## src/sv/pfpm_pkg.sv

```systemverilog
// Package: shared types and constants of the page frame pool manager
package pfpm_pkg;

  localparam int NumFramesDef = 8;
  localparam int PageBitsDef  = 24;
  localparam int MaxFlush     = 8;

  typedef enum logic [2:0] {
    CMD_PIN    = 3'd0,
    CMD_UNPIN  = 3'd1,
    CMD_DIRTY  = 3'd2,
    CMD_FORCE  = 3'd3,
    CMD_FLUSH  = 3'd4
  } cmd_t;

  typedef enum logic [1:0] {
    ST_OK       = 2'd0,
    ST_MISSING  = 2'd1,
    ST_ALL_PIN  = 2'd2
  } status_t;

  typedef enum logic [2:0] {
    S_IDLE,
    S_SCAN,
    S_ACT,
    S_OUT,
    S_FLUSH
  } state_t;

  localparam logic [0:0] REG_MODE   = 1'd0;
  localparam logic [0:0] REG_FRAMES = 1'd1;

  // operation applied by a selected cell in the action cycle or a flush step
  typedef enum logic [2:0] {
    OP_NONE,
    OP_PIN,
    OP_UNPIN,
    OP_DIRTY,
    OP_CLEAN,
    OP_LOAD
  } op_t;

endpackage

```

## src/sv/page_frame_pool_manager.sv

```systemverilog
// Top level: frame table of a page buffer pool with FIFO/LRU replacement
// Usage: one request (cmd, page_number) enters on the in channel when
// in_valid is high and in_stall low. Lookup and victim choice ripple along a
// row of registered frame cells, one cell per cycle, so the result of a
// pin, unpin, mark dirty or force page request is registered after the
// scan and action states; one request is handled at a time. Flush walks
// the managed frames one per cycle while results are taken and gives one
// result per dirty unpinned frame, or a single result with no writeback
// when there is none; last marks the final result of a request.
// out_stall holds the result register and pauses the flush walk; no new
// request is taken until the current one's results have all gone. Reset
// empties every frame, sets ranks to index order, clears the counters,
// selects FIFO and 8 frames.
// Configuration must be written over the APB port only while idle; the block does not enforce this.
module page_frame_pool_manager #(
  parameter int NUM_FRAMES = pfpm_pkg::NumFramesDef,
  parameter int PAGE_BITS  = pfpm_pkg::PageBitsDef
) (
  input  logic                 clk,
  input  logic                 rst,
  input  logic                 in_valid,
  output logic                 in_stall,
  input  logic [2:0]           cmd,
  input  logic [PAGE_BITS-1:0] page_number,
  output logic                 out_valid,
  input  logic                 out_stall,
  output logic [1:0]           status,
  output logic [2:0]           frame_index,
  output logic                 fetch,
  output logic                 writeback,
  output logic [PAGE_BITS-1:0] writeback_page,
  output logic [31:0]          read_count,
  output logic [31:0]          write_count,
  output logic                 last,
  input  logic                 psel,
  input  logic                 penable,
  input  logic                 pwrite,
  input  logic [2:0]           paddr,
  input  logic [31:0]          pwdata,
  output logic [31:0]          prdata,
  output logic                 pready
);
  localparam int IB = $clog2(NUM_FRAMES);
  localparam int CB = $clog2(NUM_FRAMES + 1);

  logic       mode;
  logic [3:0] frames_reg;
  logic [CB:0] n_managed;

  pfpm_pkg::state_t state, state_next;
  logic [2:0]            cmd_q;
  logic [PAGE_BITS-1:0]  key;
  logic [CB-1:0]         cnt;
  logic [31:0]           reads_done, writes_done;

  // chain wires
  logic [NUM_FRAMES:0]   hit_c, empty_c, cand_c;
  logic [IB-1:0]         hit_i [NUM_FRAMES+1];
  logic [IB-1:0]         empty_i [NUM_FRAMES+1];
  logic [IB-1:0]         cand_i [NUM_FRAMES+1];
  logic [IB-1:0]         cand_r [NUM_FRAMES+1];
  logic [PAGE_BITS-1:0]  pg [NUM_FRAMES];
  logic [NUM_FRAMES-1:0] vl, dt, pn;
  logic [IB-1:0]         rk [NUM_FRAMES];

  logic [NUM_FRAMES-1:0] sel;
  pfpm_pkg::op_t         op;
  logic                  age_upd;
  logic [IB-1:0]         age_ref;
  logic                  scan;
  logic [IB-1:0]         fidx;
  logic [CB-1:0]         flush_done;
  logic                  flush_hit;
  logic                  more_after;

  assign pready = 1'b1;
  assign prdata = (paddr[2] == pfpm_pkg::REG_FRAMES) ? {28'd0, frames_reg} : {31'd0, mode};

  always_ff @(posedge clk) begin
    if (rst) begin
      mode       <= 1'b0;
      frames_reg <= 4'd8;
    end else if (psel && penable && pwrite) begin
      if (paddr[2] == pfpm_pkg::REG_MODE) mode <= pwdata[0];
      else frames_reg <= pwdata[3:0];
    end
  end

  always_comb begin
    if (frames_reg == 4'd0) n_managed = (CB+1)'(1);
    else if ({1'b0, frames_reg} > 5'(NUM_FRAMES)) n_managed = (CB+1)'(NUM_FRAMES);
    else n_managed = (CB+1)'(frames_reg);
  end

  assign scan = (state == pfpm_pkg::S_SCAN);

  assign hit_c[0]   = 1'b0;
  assign empty_c[0] = 1'b0;
  assign cand_c[0]  = 1'b0;
  assign hit_i[0]   = '0;
  assign empty_i[0] = '0;
  assign cand_i[0]  = '0;
  assign cand_r[0]  = '0;

  for (genvar g = 0; g < NUM_FRAMES; g++) begin : g_cell
    pfpm_cell #(.PageBits(PAGE_BITS), .IdxBits(IB)) u_cell (
      .clk, .rst,
      .my_index(IB'(g)),
      .managed((CB+1)'(g) < n_managed),
      .key, .scan,
      .hit_in(hit_c[g]), .hit_idx_in(hit_i[g]),
      .empty_in(empty_c[g]), .empty_idx_in(empty_i[g]),
      .cand_in(cand_c[g]), .cand_idx_in(cand_i[g]), .cand_rank_in(cand_r[g]),
      .hit_out(hit_c[g+1]), .hit_idx_out(hit_i[g+1]),
      .empty_out(empty_c[g+1]), .empty_idx_out(empty_i[g+1]),
      .cand_out(cand_c[g+1]), .cand_idx_out(cand_i[g+1]),
      .cand_rank_out(cand_r[g+1]),
      .sel(sel[g]), .op, .age_upd, .age_ref,
      .page(pg[g]), .valid(vl[g]), .dirty(dt[g]), .pinned(pn[g]), .rank(rk[g])
    );
  end

  logic hit, found;
  logic [IB-1:0] tgt;
  assign hit   = hit_c[NUM_FRAMES];
  assign found = hit || empty_c[NUM_FRAMES] || cand_c[NUM_FRAMES];
  assign tgt   = hit ? hit_i[NUM_FRAMES] :
                 (empty_c[NUM_FRAMES] ? empty_i[NUM_FRAMES] : cand_i[NUM_FRAMES]);

  assign in_stall = (state != pfpm_pkg::S_IDLE) || out_valid;
  assign fidx = cnt[IB-1:0];
  assign flush_done = CB'(n_managed);
  assign flush_hit = vl[fidx] && dt[fidx] && !pn[fidx];

  // another flush result still to come above the current frame
  always_comb begin
    more_after = 1'b0;
    for (int g = 0; g < NUM_FRAMES; g++) begin
      if (g > int'(fidx) && (CB+1)'(g) < n_managed && vl[g] && dt[g] && !pn[g])
        more_after = 1'b1;
    end
  end

  always_comb begin
    state_next = state;
    unique case (state)
      pfpm_pkg::S_IDLE:
        if (in_valid && !in_stall) begin
          if (cmd == pfpm_pkg::CMD_FLUSH) state_next = pfpm_pkg::S_FLUSH;
          else state_next = pfpm_pkg::S_SCAN;
        end
      pfpm_pkg::S_SCAN:
        if (cnt == CB'(NUM_FRAMES - 1)) state_next = pfpm_pkg::S_ACT;
      pfpm_pkg::S_ACT: state_next = pfpm_pkg::S_IDLE;
      pfpm_pkg::S_FLUSH:
        if (!out_valid || !out_stall) begin
          if (cnt == flush_done - 1'b1) state_next = pfpm_pkg::S_IDLE;
        end
      default: state_next = pfpm_pkg::S_IDLE;
    endcase
  end

  // action and flush decode for the cells
  always_comb begin
    sel = '0;
    op = pfpm_pkg::OP_NONE;
    age_upd = 1'b0;
    age_ref = '0;
    if (state == pfpm_pkg::S_ACT) begin
      age_ref = rk[tgt];
      case (cmd_q)
        pfpm_pkg::CMD_PIN: if (found) begin
          sel[tgt] = 1'b1;
          op = hit ? pfpm_pkg::OP_PIN : pfpm_pkg::OP_LOAD;
          age_upd = !hit || mode;
        end
        pfpm_pkg::CMD_UNPIN: if (hit) begin
          sel[tgt] = 1'b1; op = pfpm_pkg::OP_UNPIN;
        end
        pfpm_pkg::CMD_DIRTY: if (hit) begin
          sel[tgt] = 1'b1; op = pfpm_pkg::OP_DIRTY;
        end
        pfpm_pkg::CMD_FORCE: if (hit && dt[tgt] && !pn[tgt]) begin
          sel[tgt] = 1'b1; op = pfpm_pkg::OP_CLEAN;
        end
        default: ;
      endcase
    end else if (state == pfpm_pkg::S_FLUSH && (!out_valid || !out_stall) &&
                 (CB+1)'(cnt) < n_managed && flush_hit) begin
      sel[fidx] = 1'b1; op = pfpm_pkg::OP_CLEAN;
    end
  end

  logic any_flush;
  always_ff @(posedge clk) begin
    if (rst) begin
      state       <= pfpm_pkg::S_IDLE;
      out_valid   <= 1'b0;
      reads_done  <= '0;
      writes_done <= '0;
      cnt         <= '0;
      any_flush   <= 1'b0;
    end else begin
      state <= state_next;
      if (out_valid && !out_stall) out_valid <= 1'b0;
      unique case (state)
        pfpm_pkg::S_IDLE: begin
          cnt <= '0;
          any_flush <= 1'b0;
          if (in_valid && !in_stall) begin
            cmd_q <= cmd;
            key   <= page_number;
          end
        end
        pfpm_pkg::S_SCAN: cnt <= cnt + 1'b1;
        pfpm_pkg::S_ACT: begin
          out_valid      <= 1'b1;
          last           <= 1'b1;
          fetch          <= 1'b0;
          writeback      <= 1'b0;
          writeback_page <= '0;
          frame_index    <= 3'd0;
          status         <= pfpm_pkg::ST_OK;
          read_count     <= reads_done;
          write_count    <= writes_done;
          case (cmd_q)
            pfpm_pkg::CMD_PIN: begin
              if (!found) status <= pfpm_pkg::ST_ALL_PIN;
              else begin
                frame_index <= 3'(tgt);
                if (!hit) begin
                  fetch <= 1'b1;
                  if (reads_done != '1) begin
                    reads_done <= reads_done + 1'b1;
                    read_count <= reads_done + 1'b1;
                  end
                  if (vl[tgt] && dt[tgt]) begin
                    writeback      <= 1'b1;
                    writeback_page <= pg[tgt];
                    if (writes_done != '1) begin
                      writes_done <= writes_done + 1'b1;
                      write_count <= writes_done + 1'b1;
                    end
                  end
                end
              end
            end
            pfpm_pkg::CMD_UNPIN, pfpm_pkg::CMD_DIRTY, pfpm_pkg::CMD_FORCE: begin
              if (!hit) status <= pfpm_pkg::ST_MISSING;
              else begin
                frame_index <= 3'(tgt);
                if (cmd_q == pfpm_pkg::CMD_FORCE && dt[tgt] && !pn[tgt]) begin
                  writeback      <= 1'b1;
                  writeback_page <= pg[tgt];
                  if (writes_done != '1) begin
                    writes_done <= writes_done + 1'b1;
                    write_count <= writes_done + 1'b1;
                  end
                end
              end
            end
            default: begin
              read_count  <= '0;
              write_count <= '0;
            end
          endcase
        end
        pfpm_pkg::S_FLUSH: begin
          if (!out_valid || !out_stall) begin
            cnt <= cnt + 1'b1;
            if (flush_hit || (cnt == flush_done - 1'b1 && !any_flush)) begin
              any_flush      <= 1'b1;
              out_valid      <= 1'b1;
              status         <= pfpm_pkg::ST_OK;
              fetch          <= 1'b0;
              read_count     <= reads_done;
              last           <= flush_hit ? !more_after : 1'b1;
              writeback      <= flush_hit;
              frame_index    <= flush_hit ? 3'(fidx) : 3'd0;
              writeback_page <= flush_hit ? pg[fidx] : '0;
              write_count    <= writes_done;
              if (flush_hit && writes_done != '1) begin
                writes_done <= writes_done + 1'b1;
                write_count <= writes_done + 1'b1;
              end
            end
          end
        end
        default: ;
      endcase
    end
  end
endmodule

```

## src/sv/pfpm_cell.sv

```systemverilog
// Frame cell: one frame's state plus its link in the lookup and victim chains
module pfpm_cell #(
  parameter int PageBits = pfpm_pkg::PageBitsDef,
  parameter int IdxBits  = 3
) (
  input  logic                clk,
  input  logic                rst,
  input  logic [IdxBits-1:0]  my_index,
  input  logic                managed,
  input  logic [PageBits-1:0] key,
  input  logic                scan,
  // chain inputs from the lower neighbour
  input  logic                hit_in,
  input  logic [IdxBits-1:0]  hit_idx_in,
  input  logic                empty_in,
  input  logic [IdxBits-1:0]  empty_idx_in,
  input  logic                cand_in,
  input  logic [IdxBits-1:0]  cand_idx_in,
  input  logic [IdxBits-1:0]  cand_rank_in,
  output logic                hit_out,
  output logic [IdxBits-1:0]  hit_idx_out,
  output logic                empty_out,
  output logic [IdxBits-1:0]  empty_idx_out,
  output logic                cand_out,
  output logic [IdxBits-1:0]  cand_idx_out,
  output logic [IdxBits-1:0]  cand_rank_out,
  // action
  input  logic                sel,
  input  pfpm_pkg::op_t       op,
  input  logic                age_upd,
  input  logic [IdxBits-1:0]  age_ref,
  output logic [PageBits-1:0] page,
  output logic                valid,
  output logic                dirty,
  output logic                pinned,
  output logic [IdxBits-1:0]  rank
);
  logic [7:0] pins;
  logic       match;

  assign pinned = (pins != 8'd0);
  assign match  = managed && valid && (page == key);

  // registered chain links, refreshed while scanning
  always_ff @(posedge clk) begin
    if (scan) begin
      hit_out     <= hit_in | match;
      hit_idx_out <= hit_in ? hit_idx_in : my_index;
      empty_out   <= empty_in | (managed && !valid);
      empty_idx_out <= empty_in ? empty_idx_in : my_index;
      if (managed && !pinned && (!cand_in || rank < cand_rank_in)) begin
        cand_out      <= 1'b1;
        cand_idx_out  <= my_index;
        cand_rank_out <= rank;
      end else begin
        cand_out      <= cand_in;
        cand_idx_out  <= cand_idx_in;
        cand_rank_out <= cand_rank_in;
      end
    end
  end

  always_ff @(posedge clk) begin
    if (rst) begin
      page  <= '0;
      valid <= 1'b0;
      dirty <= 1'b0;
      pins  <= 8'd0;
      rank  <= my_index;
    end else begin
      if (age_upd) begin
        if (sel) rank <= '1;
        else if (rank > age_ref) rank <= rank - 1'b1;
      end
      if (sel) begin
        case (op)
          pfpm_pkg::OP_PIN:   if (pins != 8'hFF) pins <= pins + 8'd1;
          pfpm_pkg::OP_UNPIN: if (pins != 8'd0) pins <= pins - 8'd1;
          pfpm_pkg::OP_DIRTY: dirty <= 1'b1;
          pfpm_pkg::OP_CLEAN: dirty <= 1'b0;
          pfpm_pkg::OP_LOAD: begin
            page  <= key;
            valid <= 1'b1;
            dirty <= 1'b0;
            pins  <= 8'd1;
          end
          default: ;
        endcase
      end
    end
  end
endmodule

```

## config.mk

```make
export PLATFORM = sky130hd
export DESIGN_NAME = page_frame_pool_manager
export DESIGN_NICKNAME = d
export VERILOG_FILES = /design/src/sv/pfpm_pkg.sv /design/src/sv/page_frame_pool_manager.sv /design/src/sv/pfpm_cell.sv
export SDC_FILE = /design/constraint.sdc
export NUM_CORES = 2
export LEC_CHECK = 0
export BUFFER_PORTS_ARGS = -buffer_cell sky130_fd_sc_hd__buf_2
export CORE_MARGIN = 2
export CORE_UTILIZATION = 43
export DETAILED_ROUTE_END_ITERATION = 8
export GPL_ROUTABILITY_DRIVEN = 0
export PLACE_DENSITY = 0.68
export SYNTH_ARGS = -nofsm -noshare
export SYNTH_HDL_FRONTEND = slang
export SYNTH_HIERARCHICAL = 1
export SYNTH_SLANG_ARGS = --single-unit
export TNS_END_PERCENT = 50
```

## constraint.sdc

```tcl
create_clock -name clk -period 15.3 [get_ports clk]
set_input_delay 4.59 -clock clk [delete_from_list [all_inputs] [get_ports clk]]
set_output_delay 4.59 -clock clk [all_outputs]
set_load 0.05 [all_outputs]
```

# Word-level counts from Yosys, hierarchy flattened
# Index checks and enable logic that the tools add are counted.
[classes]
reduce_logical = 198
eq_ne = 54
n_bitwise = 18
add_sub_neg = 28
magnitude_cmp = 38
mux = 180
[ops]
columns = ["operator", "count"]
rows = [
  ["two-way mux 32 bit", 14],
  ["case mux 32 bit (2 select lines)", 6],
  ["two-way mux 24 bit", 12],
  ["case mux 8 bit (3 select lines)", 9],
  ["== test 24 bit", 8],
  ["two-way mux 8 bit", 21],
  ["binary-select mux 24 bit (select 3 bit)", 2],
  ["two-way mux 3 bit", 42],
  ["case mux 24 bit (2 select lines)", 2],
  ["logical AND 1 bit", 85],
  ["adder 32 x 1 -> 32 bit, second input constant", 2],
  ["adder 8 x 1 -> 8 bit, second input constant", 8],
  ["!= test 32 bit, second input constant", 2],
  ["!= test 8 bit, second input constant", 8],
  ["nonzero test 8 bit", 8],
  ["subtractor 8 x 1 -> 8 bit, second input constant", 8],
  ["AND reduction 2 bit", 28],
  ["AND reduction 4 bit", 11],
  ["two-way mux 1 bit", 40],
  ["!= test 2 x 1 -> 1 bit, second input constant", 17],
  ["zero test 1 bit", 31],
  ["> comparator 3 bit", 8],
  ["subtractor 3 x 1 -> 3 bit, second input constant", 8],
  ["nonzero test 2 bit", 11],
  ["42 further kinds", 125],
]
[totals]
word_cells = 626
ff_bits = 593
inputBits = 69

# Logic depth before layout (Yosys ltp)
[logic_depth]
depth_word = 20
mapped_depth = 21
mapped_depth_nobuf = 17

# By module
# Netlist, hierarchy kept.
[modules_own_cells]
columns = ["module", "area_per_inst_um2", "cells_each", "seq_area_each_um2", "instances"]
rows = [
  ["pfpm_cell", 2892.8, 324, 1221.2, 8],
  ["page_frame_pool_manager", 14138.6, 1502, 5255.0, 1],
]

# Least setup slack after synthesis
# No wires, ideal clock.
[synth_timing]
kind = "input port to flip-flop"
start = "in out_stall"
end = "reg fetch (enable)"
t_required_ns = 14.607
arrival_ns = 11.960
path_stages = 3
setup_time_ns = 0.693
setup_slack_ns = 2.648
path_cell_list = "nand2_1 > nand2_1 > a211oi_1"
[synth_via]
elab_chain_len = 4
[synth_lines]
columns = ["element", "line", "text"]
rows = [
  ["start: declaration", "page_frame_pool_manager.sv:26", "input logic out_stall,"],
  ["zero test 1 bit", "page_frame_pool_manager.sv:269", "if (!out_valid || !out_stall) begin"],
  ["logical OR 1 bit", "page_frame_pool_manager.sv:269", ""],
  ["!= test 2 bit (no source line)", "-", ""],
  ["AND reduction 4 bit (no source line)", "-", ""],
  ["end signal: assignment", "page_frame_pool_manager.sv:219", "fetch <= 1'b0;"],
  ["end signal: assignment", "page_frame_pool_manager.sv:232", "fetch <= 1'b1;"],
  ["end signal: assignment", "page_frame_pool_manager.sv:275", "fetch <= 1'b0;"],
  ["end: declaration", "page_frame_pool_manager.sv:29", "output logic fetch,"],
]
# Every way passes these cells.
# A chain may end at the register's enable or synchronous reset.

# Final worst setup path
[layout_timing]
start = "in paddr[2]"
end = "out prdata[0]"
[layout_via]
elab_chain_len = 1
[layout_lines]
columns = ["element", "line", "text"]
rows = [
  ["start: declaration", "page_frame_pool_manager.sv:38", "input logic [2:0] paddr,"],
  ["two-way mux 4 bit", "page_frame_pool_manager.sv:77", "assign prdata = (paddr[2] == pfpm_pkg::REG_FRAMES) ? {28'd0, frames_reg} : {31'd0, mode};"],
  ["end: declaration", "page_frame_pool_manager.sv:40", "output logic [31:0] prdata,"],
]
# Every way passes these cells.

==> results.sh <==
export IMPL_cts_root_buf="clkbuf_16"
export IMPL_drv_cap=0
export IMPL_numCtsBuffers=71
export IMPL_rows=107
export IMPL_syn_inst=4088
export IMPL_arrival_ns=5.29
export IMPL_grt_antenna_before_repair=6
export IMPL_outcome="finished clean"
export IMPL_nets=4348
export IMPL_die_w_um=298
export IMPL_grt_pass1_vias=30100
export IMPL_cpMostUsedCell="buf_2"
export IMPL_drt_initial_drc_count=3669
export IMPL_portBuffers=140
export IMPL_die_area_um2=88800
export IMPL_clk_latency_ns=0.63
export IMPL_hold_class="flip-flop to flip-flop"
export IMPL_hold_buffers=0
export IMPL_num_io_pins=200
export IMPL_path_clk_slew_ns=0.06
export IMPL_end_kind="primary output"
export IMPL_finalCriticalPeriod_ns=9.88
export IMPL_post_place_cells=5268
export IMPL_grt_pass1_wl_um=175000
export IMPL_top_register="g_cell.u_cell/page"
export IMPL_maxSlewViolCount=0
export IMPL_layout_common_cells="689 x nand2_1, 379 x a21oi_1, 348 x dfxtp_1, 264 x edfxtp_1, 203 x o21ai_0"
export IMPL_area_growth_pct=10.7
export IMPL_wl_per_cell_um=21.0
export IMPL_drt_wl_total_um=114000
export IMPL_peakVddDrop_uv=69.4
export IMPL_vias=32600
export IMPL_post_cts_repair_setup_buffers=0
export IMPL_relSlewSlack_pct=21.5
export IMPL_tns_ns=0
export IMPL_fin_area_um2=41100
export IMPL_synth_warning_count=6
export IMPL_grt_max_degree=77
export IMPL_synth_cell_area_um2=37200
export IMPL_reg_largest_list="g_cell.u_cell/page: 192 flops, g_cell.u_cell/pins: 64 flops"
export IMPL_layout_commonest_cell="nand2_1"
export IMPL_rsz0062_at_grt="no"
export IMPL_htree_levels=3
export IMPL_postRouteAntennaNets=0
export IMPL_cts_tree="yes"
export IMPL_cp_cell_sequence="buf_2, mux2_2, buf_2"
export IMPL_period_share_pct=64.6
export IMPL_finalClockSkew_ns=0.0211
export IMPL_stdcell_count=5401
export IMPL_syn_avg_cell_area_um2=9.09
export IMPL_power_leakage_nw=14.6
export IMPL_drc_errors=0
export IMPL_cpLargestDelayFamily="buffers and inverters"
export IMPL_drive_gt1_share_pct=13.0
export IMPL_crit_type="primary input to primary output"
export IMPL_finalHoldViolCount=0
export IMPL_grt_overflow=0
export IMPL_start_util_pct=43.5
export IMPL_final_core_util_pct=48.2
export IMPL_path_max_fanout=7
export IMPL_placed_cell_area_um2=38800
export IMPL_max_freq_mhz=101
export IMPL_core_region_area_um2=85400
export IMPL_power_density_nw_per_um2=95.5
export IMPL_clock_sinks=614
export IMPL_required_ns=10.71
export IMPL_path_buf_inv=2
export IMPL_post_dp_hpwl_um=74900
export IMPL_cts_max_path_buffers=3
export IMPL_cpMaxStageDelayCell="mux2_2"
export IMPL_vias_per_cell=6.04
export IMPL_critPathMaxStageDelay_ns=0.34
export IMPL_cts_resized=0
export IMPL_setup_viol=0
export IMPL_drt_pass1_iter_count=7
export IMPL_cp_start_kind="primary input"
export IMPL_max_slew_worst_pin_slew_ns=1.18
export IMPL_die_y_um=298
export IMPL_largest_register_ffs=192
export IMPL_grt_usage_pct=24.7
[tightest hold or removal path, delay by kind of cell (launching register included)]
| family | cells | cell delay, ns |
|---|---|---|
| AND/OR/NAND/NOR | 1 | 0.06 |
| flip-flops | 1 | 0.33 |
| AO/OA/AOI/OAI | 1 | 0.05 |
[final cells by class]
cell class / instances / area [µm²]
fillers: 8033 / 44300
repair buffers: 192 / 1100
inverters: 151 / 669
well taps: 1144 / 1430
multi-input cells: 3167 / 20700
flip-flops and latches: 614 / 14900
diodes: 1 / 2.50
clock buffers: 107 / 2060
clock inverters: 25 / 241
[report_power, final]
group	total (W)	switching (W)	leakage (nW)	internal, W
combinational	0.000403	0.000266	8.26	0.000137
sequential	0.00182	0.0000488	5.24	0.00177
clock	0.00170	0.000705	1.12	0.00100
total	0.00393	0.00102	14.6	0.00291
[stage by stage]
step	hold slack, ns	total power, W	worst slack (ns)
2_1_floorplan	0.463	0.00215	2.65
3_3_place_gp	0.479	0.00224	5.43
3_5_place_dp	0.488	0.00225	5.42
4_1_cts	0.496	0.00395	5.42
5_1_grt	0.518	0.00405	5.39
6_report	0.496	0.00393	5.42
[metal layers]
layer	vias to the layer above	share of wire (%)	global-route usage, %
met4	4	3.7	9.64
met2	1640	45	38.5
li1	15200	-	-
met1	15500	41	33.5
met5	-	0.021	0
met3	316	10	5.32
[worst paths after layout]
kind,startpoint,endpoint,slack (ns),cells past startpoint
min reg2reg,g_cell[0].u_cell/page[2],g_cell[0].u_cell/page[2],0.50,2
max reg2reg,g_cell[4].u_cell/pins[1],g_cell[2].u_cell/pins[6],7.60,18
min,g_cell[0].u_cell/page[2],g_cell[0].u_cell/page[2],0.50,2
max,paddr[2],prdata[0],5.42,3
Note: power is estimated with default switching activity, not from simulation.
